--- config.mk ---
export PLATFORM = sky130hd
export DESIGN_NAME = key_debounce_press_queue
export DESIGN_NICKNAME = d
export VERILOG_FILES = /design/src/design/kdpq_pkg.sv /design/src/design/kdpq_front.sv /design/src/design/kdpq_cmd_fifo.sv /design/src/design/kdpq_back.sv /design/src/design/key_debounce_press_queue.sv
export SDC_FILE = /design/constraint.sdc
export NUM_CORES = 2
export LEC_CHECK = 0
export ABC_AREA = 1
export BUFFER_PORTS_ARGS = -buffer_cell sky130_fd_sc_hd__buf_2
export CELL_PAD_IN_SITES_DETAIL_PLACEMENT = 0
export CELL_PAD_IN_SITES_GLOBAL_PLACEMENT = 2
export CORE_MARGIN = 1.5
export CORE_UTILIZATION = 43
export CTS_CLUSTER_SIZE = 16
export DETAILED_ROUTE_END_ITERATION = 10
export PLACE_DENSITY = 0.9
export SLEW_MARGIN = 20
export SYNTH_ARGS = -nofsm -noshare
export SYNTH_HDL_FRONTEND = slang
export SYNTH_SLANG_ARGS = --single-unit
export TNS_END_PERCENT = 30
--- constraint.sdc ---
create_clock -name aclk -period 19 [get_ports aclk]
set_clock_uncertainty 0.15 [all_clocks]
set_input_delay 3.8 -clock aclk [delete_from_list [all_inputs] [get_ports aclk]]
set_output_delay 3.8 -clock aclk [all_outputs]
set_load 0.01 [all_outputs]
--- src/design/kdpq_pkg.sv ---
// ----------------------------------------------------------------------------
// kdpq_pkg
// Shared types and constants of the key debounce press queue.
// ----------------------------------------------------------------------------
package kdpq_pkg;

    localparam int KEY_LEVELS_W = 6;   // width of the key level bus
    localparam int TIME_W       = 16;  // debounce and hold time registers
    localparam int CNT_W        = 17;  // per-key tick counter
    localparam int KEY_W        = 3;   // key index carried in an event
    localparam int DROP_W       = 3;   // dropped event count per tick
    localparam int CFG_ADDR_W   = 2;

    localparam int CMD_DEPTH    = 4;   // request queue between front and back
    localparam int CMD_PTR_W    = 2;
    localparam int CMD_CNT_W    = 3;

    localparam logic [CFG_ADDR_W-1:0] CFG_DOWN_TIME = 2'd0;
    localparam logic [CFG_ADDR_W-1:0] CFG_HOLD_TIME = 2'd1;

    localparam logic [TIME_W-1:0] DOWN_TIME_RST = 16'd2;
    localparam logic [TIME_W-1:0] HOLD_TIME_RST = 16'd70;

    // one result of the block
    typedef struct packed {
        logic              msg_valid;
        logic [KEY_W-1:0]  msg_key;
        logic              msg_long;
        logic              queue_empty;
        logic              queue_full;
        logic [DROP_W-1:0] dropped;
    } res_t;

endpackage

--- src/design/kdpq_front.sv ---
// ----------------------------------------------------------------------------
// kdpq_front
// Per-key debounce machines. A scan tick updates every key at once and emits
// the masks of keys released this tick; a read passes with its masks cleared.
// ----------------------------------------------------------------------------
module kdpq_front #(
    parameter int NUM_KEYS = 6
) (
    input  logic                                aclk,
    input  logic                                aresetn,
    input  logic                                s_valid,
    output logic                                s_ready,
    input  logic                                s_mode,
    input  logic [kdpq_pkg::KEY_LEVELS_W-1:0]   s_key_levels,
    input  logic [kdpq_pkg::TIME_W-1:0]         down_time,
    input  logic [kdpq_pkg::TIME_W-1:0]         hold_time,
    output logic                                cmd_valid,
    input  logic                                cmd_ready,
    output logic                                cmd_is_read,
    output logic [NUM_KEYS-1:0]                 cmd_ev_mask,
    output logic [NUM_KEYS-1:0]                 cmd_long_mask
);
    import kdpq_pkg::*;

    localparam logic [1:0] PH_IDLE     = 2'd0;
    localparam logic [1:0] PH_DEBOUNCE = 2'd1;
    localparam logic [1:0] PH_DOWN     = 2'd2;
    localparam logic [1:0] PH_HOLD     = 2'd3;

    logic [1:0]       phase_reg  [NUM_KEYS];
    logic [1:0]       phase_next [NUM_KEYS];
    logic [CNT_W-1:0] cnt_reg    [NUM_KEYS];
    logic [CNT_W-1:0] cnt_next   [NUM_KEYS];
    logic [NUM_KEYS-1:0] released;
    logic [NUM_KEYS-1:0] ev_mask;
    logic [NUM_KEYS-1:0] long_mask;
    logic [CNT_W-1:0] down_lim;
    logic [CNT_W-1:0] hold_lim;
    logic             tick;

    // keys past the level bus always read as released
    for (genvar k = 0; k < NUM_KEYS; k++) begin : g_lvl
        if (k < KEY_LEVELS_W) begin : g_pin
            assign released[k] = s_key_levels[k];
        end else begin : g_none
            assign released[k] = 1'b1;
        end
    end

    assign down_lim = {1'b0, down_time};
    assign hold_lim = {1'b0, hold_time} + CNT_W'(1);

    assign s_ready       = cmd_ready;
    assign cmd_valid     = s_valid;
    assign cmd_is_read   = s_mode;
    assign cmd_ev_mask   = s_mode ? '0 : ev_mask;
    assign cmd_long_mask = s_mode ? '0 : long_mask;
    assign tick          = s_valid && cmd_ready && !s_mode;

    always_comb begin
        logic [CNT_W-1:0] inc;
        for (int k = 0; k < NUM_KEYS; k++) begin
            inc           = cnt_reg[k] + CNT_W'(1);
            phase_next[k] = phase_reg[k];
            cnt_next[k]   = cnt_reg[k];
            ev_mask[k]    = 1'b0;
            long_mask[k]  = 1'b0;
            case (phase_reg[k])
                PH_IDLE: begin
                    if (!released[k]) begin
                        phase_next[k] = PH_DEBOUNCE;
                    end
                end
                PH_DEBOUNCE: begin
                    if (released[k]) begin
                        phase_next[k] = PH_IDLE;
                        cnt_next[k]   = '0;
                    end else if (inc >= down_lim) begin
                        phase_next[k] = PH_DOWN;
                        cnt_next[k]   = '0;
                    end else begin
                        cnt_next[k]   = inc;
                    end
                end
                PH_DOWN: begin
                    if (released[k]) begin
                        phase_next[k] = PH_IDLE;
                        cnt_next[k]   = '0;
                        ev_mask[k]    = 1'b1;
                    end else if (inc >= hold_lim) begin
                        phase_next[k] = PH_HOLD;
                        cnt_next[k]   = '0;
                    end else begin
                        cnt_next[k]   = inc;
                    end
                end
                default: begin
                    if (released[k]) begin
                        phase_next[k] = PH_IDLE;
                        ev_mask[k]    = 1'b1;
                        long_mask[k]  = 1'b1;
                    end
                end
            endcase
        end
    end

    always_ff @(posedge aclk) begin
        if (!aresetn) begin
            for (int k = 0; k < NUM_KEYS; k++) begin
                phase_reg[k] <= PH_IDLE;
                cnt_reg[k]   <= '0;
            end
        end else if (tick) begin
            for (int k = 0; k < NUM_KEYS; k++) begin
                phase_reg[k] <= phase_next[k];
                cnt_reg[k]   <= cnt_next[k];
            end
        end
    end

endmodule

--- src/design/kdpq_cmd_fifo.sv ---
// ----------------------------------------------------------------------------
// kdpq_cmd_fifo
// Short request queue between the key machines and the event queue.
// ----------------------------------------------------------------------------
module kdpq_cmd_fifo #(
    parameter int W = 13
) (
    input  logic         aclk,
    input  logic         aresetn,
    input  logic         in_valid,
    output logic         in_ready,
    input  logic [W-1:0] in_data,
    output logic         out_valid,
    input  logic         out_ready,
    output logic [W-1:0] out_data
);
    import kdpq_pkg::*;

    logic [W-1:0]         slot_reg [CMD_DEPTH];
    logic [CMD_PTR_W-1:0] wr_ptr_reg;
    logic [CMD_PTR_W-1:0] rd_ptr_reg;
    logic [CMD_CNT_W-1:0] count_reg;
    logic                 push;
    logic                 pop;

    assign in_ready  = (count_reg != CMD_CNT_W'(CMD_DEPTH));
    assign out_valid = (count_reg != '0);
    assign out_data  = slot_reg[rd_ptr_reg];
    assign push      = in_valid && in_ready;
    assign pop       = out_valid && out_ready;

    always_ff @(posedge aclk) begin
        if (push) begin
            slot_reg[wr_ptr_reg] <= in_data;
        end
    end

    always_ff @(posedge aclk) begin
        if (!aresetn) begin
            wr_ptr_reg <= '0;
            rd_ptr_reg <= '0;
            count_reg  <= '0;
        end else begin
            if (push) begin
                wr_ptr_reg <= wr_ptr_reg + CMD_PTR_W'(1);
            end
            if (pop) begin
                rd_ptr_reg <= rd_ptr_reg + CMD_PTR_W'(1);
            end
            if (push && !pop) begin
                count_reg <= count_reg + CMD_CNT_W'(1);
            end else if (pop && !push) begin
                count_reg <= count_reg - CMD_CNT_W'(1);
            end
        end
    end

endmodule

--- src/design/kdpq_back.sv ---
// ----------------------------------------------------------------------------
// kdpq_back
// Event queue. Pushes the released keys of a tick one per cycle in key
// order, pops one event per read, and holds the result register.
// ----------------------------------------------------------------------------
module kdpq_back #(
    parameter int NUM_KEYS    = 6,
    parameter int QUEUE_DEPTH = 256
) (
    input  logic                  aclk,
    input  logic                  aresetn,
    input  logic                  cmd_valid,
    output logic                  cmd_ready,
    input  logic                  cmd_is_read,
    input  logic [NUM_KEYS-1:0]   cmd_ev_mask,
    input  logic [NUM_KEYS-1:0]   cmd_long_mask,
    output logic                  res_valid,
    input  logic                  res_ready,
    output kdpq_pkg::res_t        res
);
    import kdpq_pkg::*;

    localparam int AW      = $clog2(QUEUE_DEPTH);
    localparam int QCNT_W  = $clog2(QUEUE_DEPTH + 1);
    localparam int ENTRY_W = KEY_W + 1;

    localparam logic [1:0] ST_IDLE = 2'd0;
    localparam logic [1:0] ST_SCAN = 2'd1;
    localparam logic [1:0] ST_READ = 2'd2;

    logic [ENTRY_W-1:0]  mem [QUEUE_DEPTH];
    logic [ENTRY_W-1:0]  rd_data_reg;

    logic [1:0]          state_reg,   state_next;
    logic [NUM_KEYS-1:0] pend_reg,    pend_next;
    logic [NUM_KEYS-1:0] long_reg,    long_next;
    logic [DROP_W-1:0]   drop_reg,    drop_next;
    logic [AW-1:0]       wr_ptr_reg,  wr_ptr_next;
    logic [AW-1:0]       rd_ptr_reg,  rd_ptr_next;
    logic [QCNT_W-1:0]   count_reg,   count_next;
    logic                out_vld_reg, out_vld_next;
    res_t                out_reg,     out_next;

    logic                load;
    logic                mem_we;
    logic [KEY_W-1:0]    sel_key;
    logic                sel_long;
    logic [NUM_KEYS-1:0] sel_bit;
    logic                q_full;

    assign q_full    = (count_reg == QCNT_W'(QUEUE_DEPTH));
    assign cmd_ready = (state_reg == ST_IDLE) && (!out_vld_reg || res_ready);
    assign res_valid = out_vld_reg;
    assign res       = out_reg;

    // lowest pending key goes first
    always_comb begin
        logic found;
        found    = 1'b0;
        sel_key  = '0;
        sel_long = 1'b0;
        for (int i = 0; i < NUM_KEYS; i++) begin
            if (!found && pend_reg[i]) begin
                found    = 1'b1;
                sel_key  = KEY_W'(i);
                sel_long = long_reg[i];
            end
        end
        sel_bit = pend_reg & (~pend_reg + NUM_KEYS'(1));
    end

    always_comb begin
        state_next  = state_reg;
        pend_next   = pend_reg;
        long_next   = long_reg;
        drop_next   = drop_reg;
        wr_ptr_next = wr_ptr_reg;
        rd_ptr_next = rd_ptr_reg;
        count_next  = count_reg;
        mem_we      = 1'b0;
        load        = 1'b0;
        out_next    = out_reg;

        case (state_reg)
            ST_IDLE: begin
                if (cmd_valid && cmd_ready) begin
                    if (cmd_is_read) begin
                        if (count_reg == '0) begin
                            load = 1'b1;
                        end else begin
                            state_next = ST_READ;
                        end
                    end else if (cmd_ev_mask == '0) begin
                        load = 1'b1;
                    end else begin
                        pend_next  = cmd_ev_mask;
                        long_next  = cmd_long_mask;
                        drop_next  = '0;
                        state_next = ST_SCAN;
                    end
                end
            end
            ST_SCAN: begin
                if (q_full) begin
                    drop_next = drop_reg + DROP_W'(1);
                end else begin
                    mem_we      = 1'b1;
                    wr_ptr_next = (wr_ptr_reg == AW'(QUEUE_DEPTH - 1)) ? '0
                                  : wr_ptr_reg + AW'(1);
                    count_next  = count_reg + QCNT_W'(1);
                end
                pend_next = pend_reg & ~sel_bit;
                if (pend_next == '0) begin
                    load       = 1'b1;
                    state_next = ST_IDLE;
                end
            end
            ST_READ: begin
                rd_ptr_next = (rd_ptr_reg == AW'(QUEUE_DEPTH - 1)) ? '0
                              : rd_ptr_reg + AW'(1);
                count_next  = count_reg - QCNT_W'(1);
                load        = 1'b1;
                state_next  = ST_IDLE;
            end
            default: begin
                state_next = ST_IDLE;
            end
        endcase

        if (load) begin
            out_next.msg_valid   = (state_reg == ST_READ);
            out_next.msg_key     = (state_reg == ST_READ) ? rd_data_reg[ENTRY_W-1:1] : '0;
            out_next.msg_long    = (state_reg == ST_READ) ? rd_data_reg[0] : 1'b0;
            out_next.queue_empty = (count_next == '0);
            out_next.queue_full  = (count_next == QCNT_W'(QUEUE_DEPTH));
            out_next.dropped     = (state_reg == ST_SCAN) ? drop_next : '0;
        end

        if (load) begin
            out_vld_next = 1'b1;
        end else if (res_ready) begin
            out_vld_next = 1'b0;
        end else begin
            out_vld_next = out_vld_reg;
        end
    end

    // event storage; reads are registered and only used in the read state
    // that follows idle, when no write is in flight
    always_ff @(posedge aclk) begin
        if (mem_we) begin
            mem[wr_ptr_reg] <= {sel_key, sel_long};
        end
        rd_data_reg <= mem[rd_ptr_reg];
    end

    always_ff @(posedge aclk) begin
        pend_reg <= pend_next;
        long_reg <= long_next;
        drop_reg <= drop_next;
        out_reg  <= out_next;
    end

    always_ff @(posedge aclk) begin
        if (!aresetn) begin
            state_reg   <= ST_IDLE;
            wr_ptr_reg  <= '0;
            rd_ptr_reg  <= '0;
            count_reg   <= '0;
            out_vld_reg <= 1'b0;
        end else begin
            state_reg   <= state_next;
            wr_ptr_reg  <= wr_ptr_next;
            rd_ptr_reg  <= rd_ptr_next;
            count_reg   <= count_next;
            out_vld_reg <= out_vld_next;
        end
    end

endmodule

--- src/design/key_debounce_press_queue.sv ---
// ----------------------------------------------------------------------------
// key_debounce_press_queue
// Key debounce with short and long press event queue.
// ----------------------------------------------------------------------------
// Every request gives exactly one result. A scan tick (mode 0) advances all
// key machines in the cycle it is taken and passes the released keys on
// through a four-entry request queue, so the input side takes one request
// per cycle until that queue fills. The event queue side then loads the
// result straight from idle for a tick with no releases or a read of an
// empty queue, goes through a read state for a read that pops an event
// (registered memory read), and goes through a scan state for a tick with
// releases, where events are written into the event memory one per cycle.
// It starts the next request only once the result register is free. No
// clearing pass after reset.
module key_debounce_press_queue #(
    parameter int NUM_KEYS    = 6,
    parameter int QUEUE_DEPTH = 256
) (
    input  logic                                aclk,
    input  logic                                aresetn,
    input  logic                                cfg_valid,
    output logic                                cfg_ready,
    input  logic [kdpq_pkg::CFG_ADDR_W-1:0]     cfg_index,
    input  logic [kdpq_pkg::TIME_W-1:0]         cfg_data,
    input  logic                                s_valid,
    output logic                                s_ready,
    input  logic                                s_mode,
    input  logic [kdpq_pkg::KEY_LEVELS_W-1:0]   s_key_levels,
    output logic                                m_valid,
    input  logic                                m_ready,
    output logic                                m_msg_valid,
    output logic [kdpq_pkg::KEY_W-1:0]          m_msg_key,
    output logic                                m_msg_long,
    output logic                                m_queue_empty,
    output logic                                m_queue_full,
    output logic [kdpq_pkg::DROP_W-1:0]         m_dropped
);
    import kdpq_pkg::*;

    localparam int CMD_W = 1 + 2 * NUM_KEYS;

    logic [TIME_W-1:0]   down_time_reg;
    logic [TIME_W-1:0]   hold_time_reg;

    logic                f_valid, f_ready, f_is_read;
    logic [NUM_KEYS-1:0] f_ev_mask, f_long_mask;
    logic                b_valid, b_ready;
    logic [CMD_W-1:0]    b_data;
    res_t                res;

    assign cfg_ready = 1'b1;

    always_ff @(posedge aclk) begin
        if (!aresetn) begin
            down_time_reg <= DOWN_TIME_RST;
            hold_time_reg <= HOLD_TIME_RST;
        end else if (cfg_valid && cfg_ready) begin
            case (cfg_index)
                CFG_DOWN_TIME: down_time_reg <= cfg_data;
                CFG_HOLD_TIME: hold_time_reg <= cfg_data;
                default: ;
            endcase
        end
    end

    kdpq_front #(
        .NUM_KEYS (NUM_KEYS)
    ) u_front (
        .aclk          (aclk),
        .aresetn       (aresetn),
        .s_valid       (s_valid),
        .s_ready       (s_ready),
        .s_mode        (s_mode),
        .s_key_levels  (s_key_levels),
        .down_time     (down_time_reg),
        .hold_time     (hold_time_reg),
        .cmd_valid     (f_valid),
        .cmd_ready     (f_ready),
        .cmd_is_read   (f_is_read),
        .cmd_ev_mask   (f_ev_mask),
        .cmd_long_mask (f_long_mask)
    );

    kdpq_cmd_fifo #(
        .W (CMD_W)
    ) u_cmd_fifo (
        .aclk      (aclk),
        .aresetn   (aresetn),
        .in_valid  (f_valid),
        .in_ready  (f_ready),
        .in_data   ({f_is_read, f_ev_mask, f_long_mask}),
        .out_valid (b_valid),
        .out_ready (b_ready),
        .out_data  (b_data)
    );

    kdpq_back #(
        .NUM_KEYS    (NUM_KEYS),
        .QUEUE_DEPTH (QUEUE_DEPTH)
    ) u_back (
        .aclk          (aclk),
        .aresetn       (aresetn),
        .cmd_valid     (b_valid),
        .cmd_ready     (b_ready),
        .cmd_is_read   (b_data[CMD_W-1]),
        .cmd_ev_mask   (b_data[2*NUM_KEYS-1:NUM_KEYS]),
        .cmd_long_mask (b_data[NUM_KEYS-1:0]),
        .res_valid     (m_valid),
        .res_ready     (m_ready),
        .res           (res)
    );

    assign m_msg_valid   = res.msg_valid;
    assign m_msg_key     = res.msg_key;
    assign m_msg_long    = res.msg_long;
    assign m_queue_empty = res.queue_empty;
    assign m_queue_full  = res.queue_full;
    assign m_dropped     = res.dropped;

`ifndef SYNTH
    a_status_excl: assert property (@(posedge aclk) disable iff (!aresetn)
        m_valid |-> !(m_queue_empty && m_queue_full))
        else $error("queue reported empty and full at once");

    a_pop_no_drop: assert property (@(posedge aclk) disable iff (!aresetn)
        (m_valid && m_msg_valid) |-> (m_dropped == '0))
        else $error("read result reports dropped events");

    a_pop_not_full: assert property (@(posedge aclk) disable iff (!aresetn)
        (m_valid && m_msg_valid) |-> !m_queue_full)
        else $error("queue full right after a pop");
`endif

endmodule
==> results.md <==
- Run status: complete, no violations
- Logic gate share of total power: 23.9%
- First DRT Iteration DRCs: 3,954
- Hold buffers post-CTS: 0
- Grt ovf: 0
- Share of cells above drive strength 1: about 6.3%
- Finished Core Util: between 40% and 50%
- IO Count: 43
- H-tree levels: 4
- Core area: 139,200 µm²
- Ys flop type: edfxtp_1
- Setup repair bufs after CTS: 0
- Commonest cells in the netlist: edfxtp_1, nor2_1, o21ai_0
- Maxcap violations: 0
- Multi-input gate area: 19,850 µm²
- Count of cell types in the netlist: between 50 and 60
- Setup WS post-layout: 12,910 ps
- Seq cells post-synth: 1,288
- Die Area: 142,300 µm²
- Initial antenna violation count: 1
- Final Wtd Congestion: 0.8316
- Synth top area share: 60.43%
- Switch Pwr: 0.002744 W
- Final period util: 32.06%
- CP required: between 15,000 and 20,000 ps
- CP Launch Type: input pin
- Main combinational cell family by area after synthesis: simple AND/OR/NAND/NOR gates
- Final hold slack: 316.0 ps
- Hold/Removal Path Class: reg2reg
- Synthesis warning total: 0
- Synth Instances: between 5,000 and 6,000
- Post-synthesis sequential area ratio: 62.95%
- Count leader, synth: edfxtp_1
- CP max FO: 44
- Starting density of the core: 43.27%
- Internal Power: 0.005662 W
- Vias in the first global route: 40,851
- Fillers: 12,743
- Synthesized net count: 5,960
- Endpoints failing setup: 0
- Switching Share: around 33%
- Worst slew pin tran: 1153 ps
- Chip Width: about 380 µm
- Arr. time, crit path: 6310 ps
- Endpoints failing hold: 0
- RSZ-0062 raised after global routing: false
- Async set-or-reset flop fraction in the synthesized netlist: 0%
- Nets: 5,899
- Multiplexer share of the synthesized area: 0.01662%
- WL final: 162.8 mm
- Vias: 42,492
- Ranking of synthesized cells by area: edfxtp_1, nor2_1, o21ai_0
- Max reg flops: 1,024
- Storage cell area: 37,930 µm²
- Drt first pass iters: 6
- CTS buffer count: 137
- IO buf count: 41
- Clk pwr share: 31.3%
- Share of power burned in registers: 44.7%
- VDD IR max: 0.0001181 V
- Number of remaining DRC errors: 0
- Area Overhead vs Synth: 10.43%
- Yosys top cell by area: edfxtp_1
- Worst-path clk slew: 60 ps
- Pwr/cell area: 126.4 nW/µm²
- WS Path Type: in2reg
- Number of flops mapped to enable cells by yosys: approximately 1,200
- Row count: 137
- Clock Sinks: 1,288
- Hpwl dp: 99.29 mm
- Compound-Gate Fraction of Synth Area: around 11%
- Synthesized area: 60,230 µm²
- Mean area per synthesized cell: 10.57 µm²
- CP Capture Type: flip-flop
- DRT antenna net count: 0
- Max Transition Viols Final: 0
- Setup TNS: 0 ps
- Root buf cell: clkbuf_16
- Largest net degree at the start of global routing: approximately 220
- LEAKAGE: 23.55 nW
- Tmin final: 6092 ps
- Diode count: 0
- Total track usage: between 20% and 30%
- Post-Synth Simple-Gate Area: 15.72%
- WL/cell: 21.38 µm
- WHS Path Cells: 2
- CTS tree: built
- Max_slew headroom: between 20% and 30%
- Die Span Y: 377.3 µm
- Achievable Freq: 164.1 MHz
- Drt via density: 5.579
- Worst Reg2Reg Path Length in Cells: 8
- Post-synthesis adder-cell area fraction: 4.874%
- Worst-Skew Late Latency: 780 ps
- Worst slack at placement: between 10,000 and 15,000 ps
- Xor/xnor share of the synthesized area: approximately 1.2%
- Clk buf depth: 3
- CTS resizes: 0
- First-pass GRT wire length: 246.0 mm
## worst max-delay path, cell delays in order
cell and delay (ps):
buf_2 340, nor2_4 140, nand2_2 70, buf_4 490, inv_2 510, a31oi_2 910
## cell usage in the layout (no fill, tap or decap), drive strengths merged, types with 76 or more instances in the layout
cell type / instances
dfxtp: 76
o22ai: 143
buf: 101
o21ai: 663
nand2: 624
nand4: 128
clkbuf: 168
inv: 336
ha: 233
nor2: 1173
a21oi: 200
o211ai: 80
nand3: 258
edfxtp: 1212
## routing by layer
| metal | GRT usage (%) | wire length (µm) | part of all wire [%] |
|---|---|---|---|
| met5 | 0 | 13 | 0.0080 |
| met4 | 7.730 | 4836 | 3.0 |
| met3 | 3.073 | 10080 | 6.2 |
| met2 | 38.60 | 79530 | 49 |
| met1 | 29.81 | 68370 | 42 |
## kinds of logic (layout without fill, tap and decap cells)
| family | Yosys count | count (layout) |
|---|---|---|
| and+or+nand+nor | 2270 | 2270 |
| DFF | 1288 | 1288 |
| AOI/OAI and AO/OA | 1185 | 1185 |
| buffers and inverters | 639 | 684 |
| adders and majority gates | 234 | 234 |
| xor gates and xnor gates | 78 | 78 |
| other | 1 | 1 |
| muxes | 1 | 1 |
## power groups by stage
stage / registers, W / clock network (W) / logic [W]
after global placement: 0.00382 / 0 / 0.00199
after global routing: 0.00377 / 0.00277 / 0.00225
after floorplan: 0.00396 / 0 / 0.00132
final: 0.00376 / 0.00263 / 0.00201
after CTS: 0.00376 / 0.00267 / 0.00203
after detailed placement: 0.00382 / 0 / 0.00202
## stage by stage
| stage | cells | total power [W] | cell area, µm² |
|---|---|---|---|
| final | 7617 | 0.008406 | 66510 |
| after global placement | 7372 | 0.005811 | 62110 |
| after global routing | 7617 | 0.008798 | 66510 |
| after floorplan | 5696 | 0.005281 | 60230 |
| after detailed placement | 7372 | 0.005845 | 62110 |
| after CTS | 7617 | 0.008460 | 66510 |
## final timing paths
kind | from | end | slack (ps)
max | s_mode | u_front.cnt_reg[0][37] | 12910
min | u_cmd_fifo.rd_ptr_reg[1] | flip-flop | 320
max reg2reg | u_back.state_reg[1] | u_back.mem[39][2] | 13880
min reg2reg | u_cmd_fifo.rd_ptr_reg[1] | flip-flop | 320
## final cells by class
class / instances / area share, %
multi-input cells: 3769 / 29.85
clock inverters: 77 / 1.172
repair buffers: 101 / 1.042
well taps: 1876 / 3.529
inverters: 338 / 1.938
clock buffers: 168 / 5.439
flip-flops and latches: 1288 / 57.03
No activity file was read; power rests on OpenSTA's default activity.
